==> src/sv/bhcs_pkg.sv <==
package bhcs_pkg;

  // Build-time figures of the drive and the speed measurement.
  localparam int unsigned PWM_FREQ_HZ = 16000;
  localparam int unsigned POLE_PAIRS  = 2;

  localparam int unsigned HALL_W   = 3;
  localparam int unsigned DUTY_W   = 12;
  localparam int unsigned COUNT_W  = 16;
  localparam int unsigned STALL_W  = 16;
  localparam int unsigned COEFF_W  = 10;
  localparam int unsigned RPM_W    = 18;
  localparam int unsigned FRAC_W   = 8;
  localparam int unsigned SPEED_W  = RPM_W + FRAC_W;
  localparam int unsigned FAULT_W  = 2;
  localparam int unsigned CFG_IDX_W  = 2;
  localparam int unsigned CFG_DATA_W = 16;

  localparam logic [COUNT_W-1:0] COUNT_MAX = {COUNT_W{1'b1}};
  localparam logic [RPM_W-1:0]   RPM_MAX   = {RPM_W{1'b1}};

  // raw = floor(60 * f_pwm / (count * 2 * pole_pairs)); the nested truncating
  // divisions of the speed formula collapse into this single one.
  localparam int unsigned RAW_NUM   = 60 * PWM_FREQ_HZ;
  localparam int unsigned RAW_K     = 2 * POLE_PAIRS;
  localparam int unsigned NUM_W     = $clog2(RAW_NUM + 1);
  localparam int unsigned RAW_K_W   = $clog2(RAW_K + 1);
  localparam int unsigned DEN_W     = COUNT_W + RAW_K_W;

  // Filter arithmetic: weight in Q0.10, speed in Q18.8.
  localparam int unsigned COEFF_ONE  = 1 << COEFF_W;
  localparam int unsigned WGT_W      = COEFF_W + 1;
  localparam int unsigned MUL_P_W    = WGT_W + SPEED_W;
  localparam int unsigned ACC_W      = MUL_P_W + 1;
  localparam int unsigned ROUND_HALF = 1 << (COEFF_W - 1);

  localparam logic                 DIRECTION_RST    = 1'b0;
  localparam logic [STALL_W-1:0]   STALL_LIMIT_RST  = STALL_W'(15000);
  localparam logic [COEFF_W-1:0]   FILTER_COEFF_RST = COEFF_W'(244);

  typedef enum logic [CFG_IDX_W-1:0] {
    CFG_DIRECTION    = 2'd0,
    CFG_STALL_LIMIT  = 2'd1,
    CFG_FILTER_COEFF = 2'd2
  } cfg_idx_e;

  typedef enum logic [FAULT_W-1:0] {
    FAULT_NONE  = 2'd0,
    FAULT_HALL  = 2'd1,
    FAULT_STALL = 2'd2
  } fault_e;

  // High-side phase driven for steps 1 to 6 (0 U, 1 V, 2 W).
  function automatic logic [1:0] hi_phase(input logic [HALL_W-1:0] step);
    logic [1:0] ph;
    case (step)
      3'd1:    ph = 2'd0;
      3'd2:    ph = 2'd1;
      3'd3:    ph = 2'd1;
      3'd4:    ph = 2'd2;
      3'd5:    ph = 2'd0;
      3'd6:    ph = 2'd2;
      default: ph = 2'd0;
    endcase
    return ph;
  endfunction

  // Low-side switches for steps 1 to 6, bit 0 U, bit 1 V, bit 2 W.
  function automatic logic [2:0] lo_bits(input logic [HALL_W-1:0] step);
    logic [2:0] lb;
    case (step)
      3'd1:    lb = 3'b100;
      3'd2:    lb = 3'b001;
      3'd3:    lb = 3'b100;
      3'd4:    lb = 3'b010;
      3'd5:    lb = 3'b010;
      3'd6:    lb = 3'b001;
      default: lb = 3'b000;
    endcase
    return lb;
  endfunction

endpackage

==> src/sv/bhcs_if.sv <==
interface bhcs_in_if;
  import bhcs_pkg::*;

  logic              valid;
  logic              ready;
  logic [HALL_W-1:0] hall;
  logic [DUTY_W-1:0] duty;
  logic              start_req;

  modport source (output valid, hall, duty, start_req, input ready);
  modport sink   (input valid, hall, duty, start_req, output ready);
endinterface

interface bhcs_out_if;
  import bhcs_pkg::*;

  logic               valid;
  logic               ready;
  logic [DUTY_W-1:0]  duty_u;
  logic [DUTY_W-1:0]  duty_v;
  logic [DUTY_W-1:0]  duty_w;
  logic               low_u;
  logic               low_v;
  logic               low_w;
  logic               pwm_enabled;
  logic               is_running;
  logic [HALL_W-1:0]  step_value;
  logic [RPM_W-1:0]   speed_rpm;
  logic [FAULT_W-1:0] fault;

  modport source (
    output valid, duty_u, duty_v, duty_w, low_u, low_v, low_w, pwm_enabled,
           is_running, step_value, speed_rpm, fault,
    input  ready
  );
  modport sink (
    input  valid, duty_u, duty_v, duty_w, low_u, low_v, low_w, pwm_enabled,
           is_running, step_value, speed_rpm, fault,
    output ready
  );
endinterface

==> src/sv/bhcs_div.sv <==
module bhcs_div (
  input  logic                      clk_i,
  input  logic                      rst_ni,
  input  logic                      start_i,
  input  logic [bhcs_pkg::DEN_W-1:0] divisor_i,
  output logic                      done_o,
  output logic [bhcs_pkg::NUM_W-1:0] quot_o
);
  import bhcs_pkg::*;

  localparam int unsigned CNT_W = $clog2(NUM_W + 1);

  logic             busy_q, busy_d;
  logic [CNT_W-1:0] cnt_q, cnt_d;
  logic [DEN_W-1:0] rem_q, rem_d;
  logic [DEN_W-1:0] den_q, den_d;
  logic [NUM_W-1:0] num_q, num_d;
  logic [DEN_W:0]   trial;
  logic             fits;

  // Restoring division of the fixed numerator, one quotient bit a cycle.
  // The numerator register fills with quotient bits from the bottom.
  assign trial = {rem_q, num_q[NUM_W-1]};
  assign fits  = trial >= {1'b0, den_q};

  always_comb begin
    busy_d = busy_q;
    cnt_d  = cnt_q;
    rem_d  = rem_q;
    den_d  = den_q;
    num_d  = num_q;
    if (start_i) begin
      busy_d = 1'b1;
      cnt_d  = CNT_W'(NUM_W);
      rem_d  = '0;
      den_d  = divisor_i;
      num_d  = NUM_W'(RAW_NUM);
    end else if (busy_q) begin
      cnt_d = cnt_q - 1'b1;
      rem_d = fits ? DEN_W'(trial - {1'b0, den_q}) : trial[DEN_W-1:0];
      num_d = {num_q[NUM_W-2:0], fits};
      if (cnt_q == CNT_W'(1)) begin
        busy_d = 1'b0;
      end
    end
  end

  always_ff @(posedge clk_i or negedge rst_ni) begin
    if (!rst_ni) begin
      busy_q <= 1'b0;
      cnt_q  <= '0;
    end else begin
      busy_q <= busy_d;
      cnt_q  <= cnt_d;
    end
  end

  always_ff @(posedge clk_i) begin
    rem_q <= rem_d;
    den_q <= den_d;
    num_q <= num_d;
  end

  assign done_o = busy_q && (cnt_q == CNT_W'(1));
  assign quot_o = num_q;

endmodule

==> src/sv/bldc_hall_commutator_speed_unit.sv <==
// One transfer in per PWM tick, one result out per tick.
// A tick without a falling edge of step bit 0 passes through S_DONE into the output register.
// A falling edge adds a serial divide, then S_MUL_A and S_MUL_B on one shared multiplier and
// S_SUM for the filter; no new tick is taken until its result is in the output register.
// A new tick is taken while an earlier result still waits in the output register.
// Reset (asynchronous, active low) stops the motor, clears all counters and the speed.
module bldc_hall_commutator_speed_unit (
  input  logic                           clk_i,
  input  logic                           rst_ni,
  input  logic                           cfg_we_i,
  input  logic [bhcs_pkg::CFG_IDX_W-1:0]  cfg_idx_i,
  input  logic [bhcs_pkg::CFG_DATA_W-1:0] cfg_data_i,
  bhcs_in_if.sink                        in_if,
  bhcs_out_if.source                     out_if
);
  import bhcs_pkg::*;

  typedef enum logic [5:0] {
    S_IDLE  = 6'b000001,
    S_DIV   = 6'b000010,
    S_MUL_A = 6'b000100,
    S_MUL_B = 6'b001000,
    S_SUM   = 6'b010000,
    S_DONE  = 6'b100000
  } state_e;

  state_e state_q, state_d;

  // Configuration.
  logic               direction_q;
  logic [STALL_W-1:0] stall_limit_q;
  logic [COEFF_W-1:0] coeff_q;

  // Drive and measurement state.
  logic               running_q, running_d;
  logic               outputs_on_q, outputs_on_d;
  logic [2:0]         low_q, low_d;
  logic [DUTY_W-1:0]  pduty_q [3];
  logic [DUTY_W-1:0]  pduty_d [3];
  logic               last_bit_q, last_bit_d;
  logic [COUNT_W-1:0] high_cnt_q, high_cnt_d;
  logic [COUNT_W-1:0] unch_cnt_q, unch_cnt_d;
  logic [SPEED_W-1:0] speed_q, speed_d;
  logic [HALL_W-1:0]  step_q, step_d;
  logic [FAULT_W-1:0] fault_q, fault_d;
  logic [ACC_W-1:0]   acc_q, acc_d;

  // Output register.
  logic               ovalid_q, ovalid_d;
  logic [DUTY_W-1:0]  o_duty_q [3];
  logic [2:0]         o_low_q;
  logic               o_pwm_q, o_run_q;
  logic [HALL_W-1:0]  o_step_q;
  logic [RPM_W-1:0]   o_rpm_q;
  logic [FAULT_W-1:0] o_fault_q;
  logic               o_load;

  logic               accept;
  logic [HALL_W-1:0]  step;
  logic               run;
  logic               bit0;
  logic [COUNT_W-1:0] high_inc, unch_inc;
  logic               div_start, div_done;
  logic [DEN_W-1:0]   divisor;
  logic [NUM_W-1:0]   quot;
  logic [RPM_W-1:0]   raw;
  logic [WGT_W-1:0]   mul_a;
  logic [SPEED_W-1:0] mul_b;
  logic [MUL_P_W-1:0] mul_p;

  assign accept = in_if.valid && in_if.ready;
  assign in_if.ready = (state_q == S_IDLE);

  assign step     = direction_q ? HALL_W'(3'd7 - in_if.hall) : in_if.hall;
  assign run      = running_q || in_if.start_req;
  assign bit0     = step[0];
  assign high_inc = (high_cnt_q == COUNT_MAX) ? high_cnt_q : high_cnt_q + 1'b1;
  assign unch_inc = (unch_cnt_q == COUNT_MAX) ? unch_cnt_q : unch_cnt_q + 1'b1;
  assign divisor  = DEN_W'(high_inc * RAW_K);

  assign raw = (quot > NUM_W'(RPM_MAX)) ? RPM_MAX : quot[RPM_W-1:0];

  bhcs_div u_div (
    .clk_i     (clk_i),
    .rst_ni    (rst_ni),
    .start_i   (div_start),
    .divisor_i (divisor),
    .done_o    (div_done),
    .quot_o    (quot)
  );

  // The one multiplier serves both filter terms on successive cycles.
  always_comb begin
    if (state_q == S_MUL_A) begin
      mul_a = WGT_W'(COEFF_ONE) - WGT_W'(coeff_q);
      mul_b = speed_q;
    end else begin
      mul_a = WGT_W'(coeff_q);
      mul_b = SPEED_W'(raw);
    end
  end
  assign mul_p = mul_a * mul_b;

  always_comb begin
    state_d      = state_q;
    running_d    = running_q;
    outputs_on_d = outputs_on_q;
    low_d        = low_q;
    pduty_d      = pduty_q;
    last_bit_d   = last_bit_q;
    high_cnt_d   = high_cnt_q;
    unch_cnt_d   = unch_cnt_q;
    speed_d      = speed_q;
    step_d       = step_q;
    fault_d      = fault_q;
    acc_d        = acc_q;
    div_start    = 1'b0;
    o_load       = 1'b0;
    ovalid_d     = ovalid_q;

    if (ovalid_q && out_if.ready) begin
      ovalid_d = 1'b0;
    end

    case (state_q)
      S_IDLE: begin
        if (accept) begin
          step_d  = step;
          fault_d = FAULT_NONE;
          state_d = S_DONE;
          if (run) begin
            running_d    = 1'b1;
            outputs_on_d = 1'b1;
            if (step != 3'd0 && step != 3'd7) begin
              pduty_d[0] = '0;
              pduty_d[1] = '0;
              pduty_d[2] = '0;
              pduty_d[hi_phase(step)] = in_if.duty;
              low_d = lo_bits(step);
            end else begin
              running_d    = 1'b0;
              outputs_on_d = 1'b0;
              low_d        = '0;
              pduty_d[0]   = '0;
              pduty_d[1]   = '0;
              pduty_d[2]   = '0;
              fault_d      = FAULT_HALL;
            end
            if (bit0 != last_bit_q) begin
              last_bit_d = bit0;
              high_cnt_d = '0;
              unch_cnt_d = '0;
              if (!bit0) begin
                div_start = 1'b1;
                state_d   = S_DIV;
              end
            end else begin
              high_cnt_d = high_inc;
              unch_cnt_d = unch_inc;
              if (unch_inc > stall_limit_q) begin
                running_d    = 1'b0;
                outputs_on_d = 1'b0;
                low_d        = '0;
                pduty_d[0]   = '0;
                pduty_d[1]   = '0;
                pduty_d[2]   = '0;
                unch_cnt_d   = '0;
                speed_d      = '0;
                fault_d      = FAULT_STALL;
              end
            end
          end
        end
      end
      S_DIV: begin
        if (div_done) begin
          state_d = S_MUL_A;
        end
      end
      S_MUL_A: begin
        acc_d   = ACC_W'(mul_p) + ACC_W'(ROUND_HALF);
        state_d = S_MUL_B;
      end
      S_MUL_B: begin
        acc_d   = acc_q + {mul_p[ACC_W-FRAC_W-1:0], {FRAC_W{1'b0}}};
        state_d = S_SUM;
      end
      S_SUM: begin
        speed_d = acc_q[COEFF_W +: SPEED_W];
        state_d = S_DONE;
      end
      S_DONE: begin
        if (!ovalid_q || out_if.ready) begin
          o_load   = 1'b1;
          ovalid_d = 1'b1;
          state_d  = S_IDLE;
        end
      end
      default: begin
        state_d = S_IDLE;
      end
    endcase
  end

  always_ff @(posedge clk_i or negedge rst_ni) begin
    if (!rst_ni) begin
      state_q       <= S_IDLE;
      direction_q   <= DIRECTION_RST;
      stall_limit_q <= STALL_LIMIT_RST;
      coeff_q       <= FILTER_COEFF_RST;
      running_q     <= 1'b0;
      outputs_on_q  <= 1'b0;
      low_q         <= '0;
      pduty_q[0]    <= '0;
      pduty_q[1]    <= '0;
      pduty_q[2]    <= '0;
      last_bit_q    <= 1'b0;
      high_cnt_q    <= '0;
      unch_cnt_q    <= '0;
      speed_q       <= '0;
      ovalid_q      <= 1'b0;
    end else begin
      state_q      <= state_d;
      running_q    <= running_d;
      outputs_on_q <= outputs_on_d;
      low_q        <= low_d;
      pduty_q      <= pduty_d;
      last_bit_q   <= last_bit_d;
      high_cnt_q   <= high_cnt_d;
      unch_cnt_q   <= unch_cnt_d;
      speed_q      <= speed_d;
      ovalid_q     <= ovalid_d;
      if (cfg_we_i) begin
        case (cfg_idx_i)
          CFG_DIRECTION:    direction_q   <= cfg_data_i[0];
          CFG_STALL_LIMIT:  stall_limit_q <= cfg_data_i[STALL_W-1:0];
          CFG_FILTER_COEFF: coeff_q       <= cfg_data_i[COEFF_W-1:0];
          default: ;
        endcase
      end
    end
  end

  always_ff @(posedge clk_i) begin
    step_q  <= step_d;
    fault_q <= fault_d;
    acc_q   <= acc_d;
    if (o_load) begin
      o_duty_q  <= pduty_q;
      o_low_q   <= low_q;
      o_pwm_q   <= outputs_on_q;
      o_run_q   <= running_q;
      o_step_q  <= step_q;
      o_rpm_q   <= speed_q[FRAC_W +: RPM_W];
      o_fault_q <= fault_q;
    end
  end

  assign out_if.valid       = ovalid_q;
  assign out_if.duty_u      = o_duty_q[0];
  assign out_if.duty_v      = o_duty_q[1];
  assign out_if.duty_w      = o_duty_q[2];
  assign out_if.low_u       = o_low_q[0];
  assign out_if.low_v       = o_low_q[1];
  assign out_if.low_w       = o_low_q[2];
  assign out_if.pwm_enabled = o_pwm_q;
  assign out_if.is_running  = o_run_q;
  assign out_if.step_value  = o_step_q;
  assign out_if.speed_rpm   = o_rpm_q;
  assign out_if.fault       = o_fault_q;

endmodule

==> src/flat_wrapper.sv <==
// flat-port wrapper written by rule: the top's interface ports become plain ports
module bldc_hall_commutator_speed_unit_flat import bhcs_pkg::*;
  (clk_i, rst_ni, cfg_we_i, cfg_idx_i, cfg_data_i, in_if_valid, in_if_hall, in_if_duty, in_if_start_req, in_if_ready, out_if_valid, out_if_duty_u, out_if_duty_v, out_if_duty_w, out_if_low_u, out_if_low_v, out_if_low_w, out_if_pwm_enabled, out_if_is_running, out_if_step_value, out_if_speed_rpm, out_if_fault, out_if_ready);
  bhcs_in_if in_if_i ();
  bhcs_out_if out_if_i ();
  input  logic clk_i;
  input  logic rst_ni;
  input  logic cfg_we_i;
  input  logic [bhcs_pkg::CFG_IDX_W-1:0] cfg_idx_i;
  input  logic [bhcs_pkg::CFG_DATA_W-1:0] cfg_data_i;
  input wire logic [$bits(in_if_i.valid)-1:0] in_if_valid;
  input wire logic [$bits(in_if_i.hall)-1:0] in_if_hall;
  input wire logic [$bits(in_if_i.duty)-1:0] in_if_duty;
  input wire logic [$bits(in_if_i.start_req)-1:0] in_if_start_req;
  output wire logic [$bits(in_if_i.ready)-1:0] in_if_ready;
  output wire logic [$bits(out_if_i.valid)-1:0] out_if_valid;
  output wire logic [$bits(out_if_i.duty_u)-1:0] out_if_duty_u;
  output wire logic [$bits(out_if_i.duty_v)-1:0] out_if_duty_v;
  output wire logic [$bits(out_if_i.duty_w)-1:0] out_if_duty_w;
  output wire logic [$bits(out_if_i.low_u)-1:0] out_if_low_u;
  output wire logic [$bits(out_if_i.low_v)-1:0] out_if_low_v;
  output wire logic [$bits(out_if_i.low_w)-1:0] out_if_low_w;
  output wire logic [$bits(out_if_i.pwm_enabled)-1:0] out_if_pwm_enabled;
  output wire logic [$bits(out_if_i.is_running)-1:0] out_if_is_running;
  output wire logic [$bits(out_if_i.step_value)-1:0] out_if_step_value;
  output wire logic [$bits(out_if_i.speed_rpm)-1:0] out_if_speed_rpm;
  output wire logic [$bits(out_if_i.fault)-1:0] out_if_fault;
  input wire logic [$bits(out_if_i.ready)-1:0] out_if_ready;
  assign in_if_i.valid = in_if_valid;
  assign in_if_i.hall = in_if_hall;
  assign in_if_i.duty = in_if_duty;
  assign in_if_i.start_req = in_if_start_req;
  assign in_if_ready = in_if_i.ready;
  assign out_if_valid = out_if_i.valid;
  assign out_if_duty_u = out_if_i.duty_u;
  assign out_if_duty_v = out_if_i.duty_v;
  assign out_if_duty_w = out_if_i.duty_w;
  assign out_if_low_u = out_if_i.low_u;
  assign out_if_low_v = out_if_i.low_v;
  assign out_if_low_w = out_if_i.low_w;
  assign out_if_pwm_enabled = out_if_i.pwm_enabled;
  assign out_if_is_running = out_if_i.is_running;
  assign out_if_step_value = out_if_i.step_value;
  assign out_if_speed_rpm = out_if_i.speed_rpm;
  assign out_if_fault = out_if_i.fault;
  assign out_if_i.ready = out_if_ready;
  bldc_hall_commutator_speed_unit u_core (.clk_i(clk_i), .rst_ni(rst_ni), .cfg_we_i(cfg_we_i), .cfg_idx_i(cfg_idx_i), .cfg_data_i(cfg_data_i), .in_if(in_if_i), .out_if(out_if_i));
endmodule
==> config.mk <==
export PLATFORM = sky130hd
export DESIGN_NAME = bldc_hall_commutator_speed_unit_flat
export DESIGN_NICKNAME = d
export VERILOG_FILES = /design/src/sv/bhcs_pkg.sv /design/src/sv/bhcs_if.sv /design/src/sv/bhcs_div.sv /design/src/sv/bldc_hall_commutator_speed_unit.sv /design/src/flat_wrapper.sv
export SDC_FILE = /design/constraint.sdc
export NUM_CORES = 1
export LEC_CHECK = 0
export BUFFER_PORTS_ARGS = -buffer_cell sky130_fd_sc_hd__buf_2
export CORE_MARGIN = 2
export CORE_UTILIZATION = 41
export CTS_BUF_LIST = sky130_fd_sc_hd__clkbuf_2
export CTS_CLUSTER_DIAMETER = 30
export CTS_CLUSTER_SIZE = 8
export DETAILED_ROUTE_END_ITERATION = 16
export SETUP_SLACK_MARGIN = 0.15
export SLEW_MARGIN = 5
export SYNTH_ARGS = -nofsm -noshare
export SYNTH_HDL_FRONTEND = slang
export SYNTH_SLANG_ARGS = --single-unit
==> constraint.sdc <==
create_clock -name clk_i -period 11.04 [get_ports clk_i]
set_input_delay 0.552 -clock clk_i [delete_from_list [all_inputs] [get_ports clk_i]]
set_output_delay 0.552 -clock clk_i [all_outputs]
set_load 0.005 [all_outputs]
==> impl_metrics.yaml <==
setup_path:
  crit_path_end_kind: "flip-flop"
  critPathMostFrequentCell: "fa_1"
  path_class: "flip-flop to flip-flop"
  max_stage_delay_ns: 0.79
  worstPathRequired_ns: 11.86
  cp_slowest_cell: "dfrtp_1"
  cp_max_fo: 17
  crit_path_start_kind: "flip-flop"
  cp.arrival_ns: 10.91
floorplanning:
  start_util_pct: 41.21
  die_h_um: 244.1
  die_x_um: 244.1
  fp.dieArea_um2: 59590
  rows: 88
  io_pins: 105
  core_area_um2: 57370
placed_design:
  hpwl_mm: 48.77
  port_buffers: 104
  place_area_um2: 24990
  gp_congestion: 0.9397
synthesis:
  yosysWarnings: 0
  ys_ff_latch: 290
  ys.flop_type: "dfrtp_1"
  synthDistinctLibCells: 81
  synthArstFlopShare_pct: 47.93
  ys_seq_area_share_pct: 32.31
  syn-num-nets: 2853
  syn_area_per_cell_um2: 9.618
  synthCells: 2458
  synth_edf_count: 112
  netlist_area_um2: 23640
hold_path:
  hold_class: "primary input to flip-flop"
clock_tree:
  cts_made_buffers: 66
  cts_setup_buffers: 0
  cts_tree: "done"
  cts.sinks: 290
  clk_path_buf_depth: 3
  root_buffer: "clkbuf_2"
  clkSlewWorstSetupHoldPaths_ns: 0.13
  h-tree-depth: 3
  clk_latency_ns: 1.10
finish:
  final_cell_area_um2: 26270
  drive_gt1_share_pct: 11.88
  fill_cells: 5499
  multi_input_area_um2: 14610
  area_growth_pct: 11.13
  nets: 2993
  regArea_um2: 7640
route:
  drt_wl_total_mm: 63.92
  initialDrtViolationCount: 1190
  vias: 18436
  vias_per_cell: 5.387
  post_drt_wl_per_cell_um: 18.68
  drt_first_pass_iters: 7
  antenna_left: 0
  drc: 0
sta:
  setup_viol: 0
  final_max_slew_viol_count: 0
  timing.slew.headroom_pct: 16.48
  max_freq_mhz: 99.08
  tightest_slew_ns: 1.251
  clock_skew_ns: 0.07063
  rsz0062_at_grt: "no"
  setup-tns-final_ns: 0
  timing.final.crit_period_ns: 10.09
  finalHoldViolCount: 0
  period_share_pct: 91.42
grt:
  grt.total_usage_pct: 21.87
  grt_antenna_before_repair: 2
  grt_overflow_total: 0
  grt_start_max_net_pins: 81
  first_global_vias: 18934
  grt_pass1_wl_mm: 102.5
run_status:
  status: "complete, no violations"
job:
  drv_cap: 0
-- repair_timing --
| action | in CTS | in global routing |
|---|---|---|
| setup endpoints to repair | 0 | 1 |
| resized for setup | 0 | 1 |
| hold endpoints to repair | 157 | 0 |
| hold buffers | 42 | 0 |
-- metal layers --
metal / part of all wire (%) / track usage [%] / wire length (um)
met1: 41 / 27.07 / 26210
met2: 49 / 36.91 / 31290
met3: 5.1 / 3.896 / 3249
met5: 0 / 0 / 0
met4: 5.0 / 10.65 / 3181
-- final cells by class --
class | count | share of cell area (%)
timing repair buffer | 175 | 4.472
tap | 765 | 3.644
antenna | 5 | 0.04763
clock inverter | 44 | 1.667
clock buffer | 78 | 1.486
inverter | 280 | 4.001
multi-input combinational | 1785 | 55.60
sequential | 290 | 29.08
-- worst paths after layout --
kind                              startpoint                           to  slack [ns]  depth (start not counted)
max reg2reg                u_core.coeff_q[0]             u_core.acc_q[35]        0.95                         32
min                            in_if_duty[2]           u_core.pduty_q[14]        0.24                          3
max                        u_core.coeff_q[0]             u_core.acc_q[35]        0.95                         32
min in group asynchronous             rst_ni         u_core.high_cnt_q[6]        0.54                          3
min reg2reg                 u_core.step_q[1]  u_core.out_if.step_value[1]        0.41                          0
max in group asynchronous             rst_ni     u_core.stall_limit_q[14]        9.09                          4
-- registers in the layout, summed over array words and instances (netlist names), 12 cells and up --
name and flops:
u_core.acc_q 28, u_core.high_cnt_q 16, u_core.out_if.duty_u 12, u_core.out_if.duty_v 12
u_core.out_if.duty_w 12, u_core.out_if.speed_rpm 18, u_core.pduty_q 36, u_core.speed_q 26
u_core.stall_limit_q 16, u_core.u_div.den_q 16, u_core.u_div.quot_o 20, u_core.u_div.rem_q 19
u_core.unch_cnt_q 16
-- placed cells by master (no fill, tap or decap), types with 29 or more instances in the layout --
cell type      count
a21oi_1           92
a22o_1            84
buf_2            103
buf_4             29
clkbuf_2          78
dfrtp_1          125
dfxtp_1           39
dlygate4sd3_1     41
edfxtp_1         112
fa_1             216
ha_1             140
inv_1            279
nand2_1          307
nand3_1           31
nor2_1           232
nor3_1            30
o21a_1            37
o21ai_0           94
or3_1             30
xnor2_1           89
xor2_1            39
-- critical path: cells and delay by family (launching register included) --
| kind | cells | cell delay, ns |
|---|---|---|
| compound gates | 8 | 2.11 |
| mux | 1 | 0.09 |
| fa+ha+maj | 8 | 3.70 |
| xor+xnor | 2 | 0.82 |
| simple gates | 8 | 1.40 |
| buf+inv | 5 | 0.92 |
| flops | 1 | 0.79 |
-- synthesized netlist by cell type (10+ instances only) --
cell	n	area share [%]
mux2_2	28	1.3
inv_1	279	4.4
nand2_1	307	4.9
dfrtp_1	126	13
nand3_1	31	0.66
o31ai_1	10	0.32
dfstp_2	13	1.4
o21a_1	37	1.2
xnor2_1	92	3.4
o21ai_0	94	2.0
nor2_1	232	3.7
a31oi_1	28	0.74
a21o_1	23	0.73
nor3_1	30	0.64
a22o_1	84	3.1
or3_1	30	0.79
and3_1	26	0.69
a21oi_1	94	2.0
nand4_1	21	0.56
nand2b_1	15	0.40
nor2b_1	18	0.48
and2_1	28	0.74
mux2i_1	28	1.2
ha_1	140	7.4
edfxtp_1	112	14
xor2_1	39	1.4
dfxtp_1	39	3.3
fa_1	216	18
clkbuf_1	90	1.4
-- cell families after synthesis --
group                    synth area share [%]
buffers and inverters                   6.139
adder cells (fa/ha/maj)                 25.70
AND/OR/NAND/NOR                         15.42
XOR/XNOR                                4.853
flip-flops                              32.31
multiplexers                            2.519
AO/OA/AOI/OAI                           13.06
-- stage by stage --
stage,instances,worst slack [ns],util (%),hold slack (ns)
3_3_place_gp,3253,1.116,43.57,0.4068
3_5_place_dp,3253,0.7928,43.57,0.4045
6_report,3422,0.9471,45.79,0.2378
4_1_cts,3417,0.7366,45.76,0.1042
5_1_grt,3422,0.3576,45.79,0.1239
2_1_floorplan,2458,2.058,-,0.2564
Power is left out: the tool's default activity adds up to more than one toggle a clock period on the data nets, which glitch-free logic cannot reach.
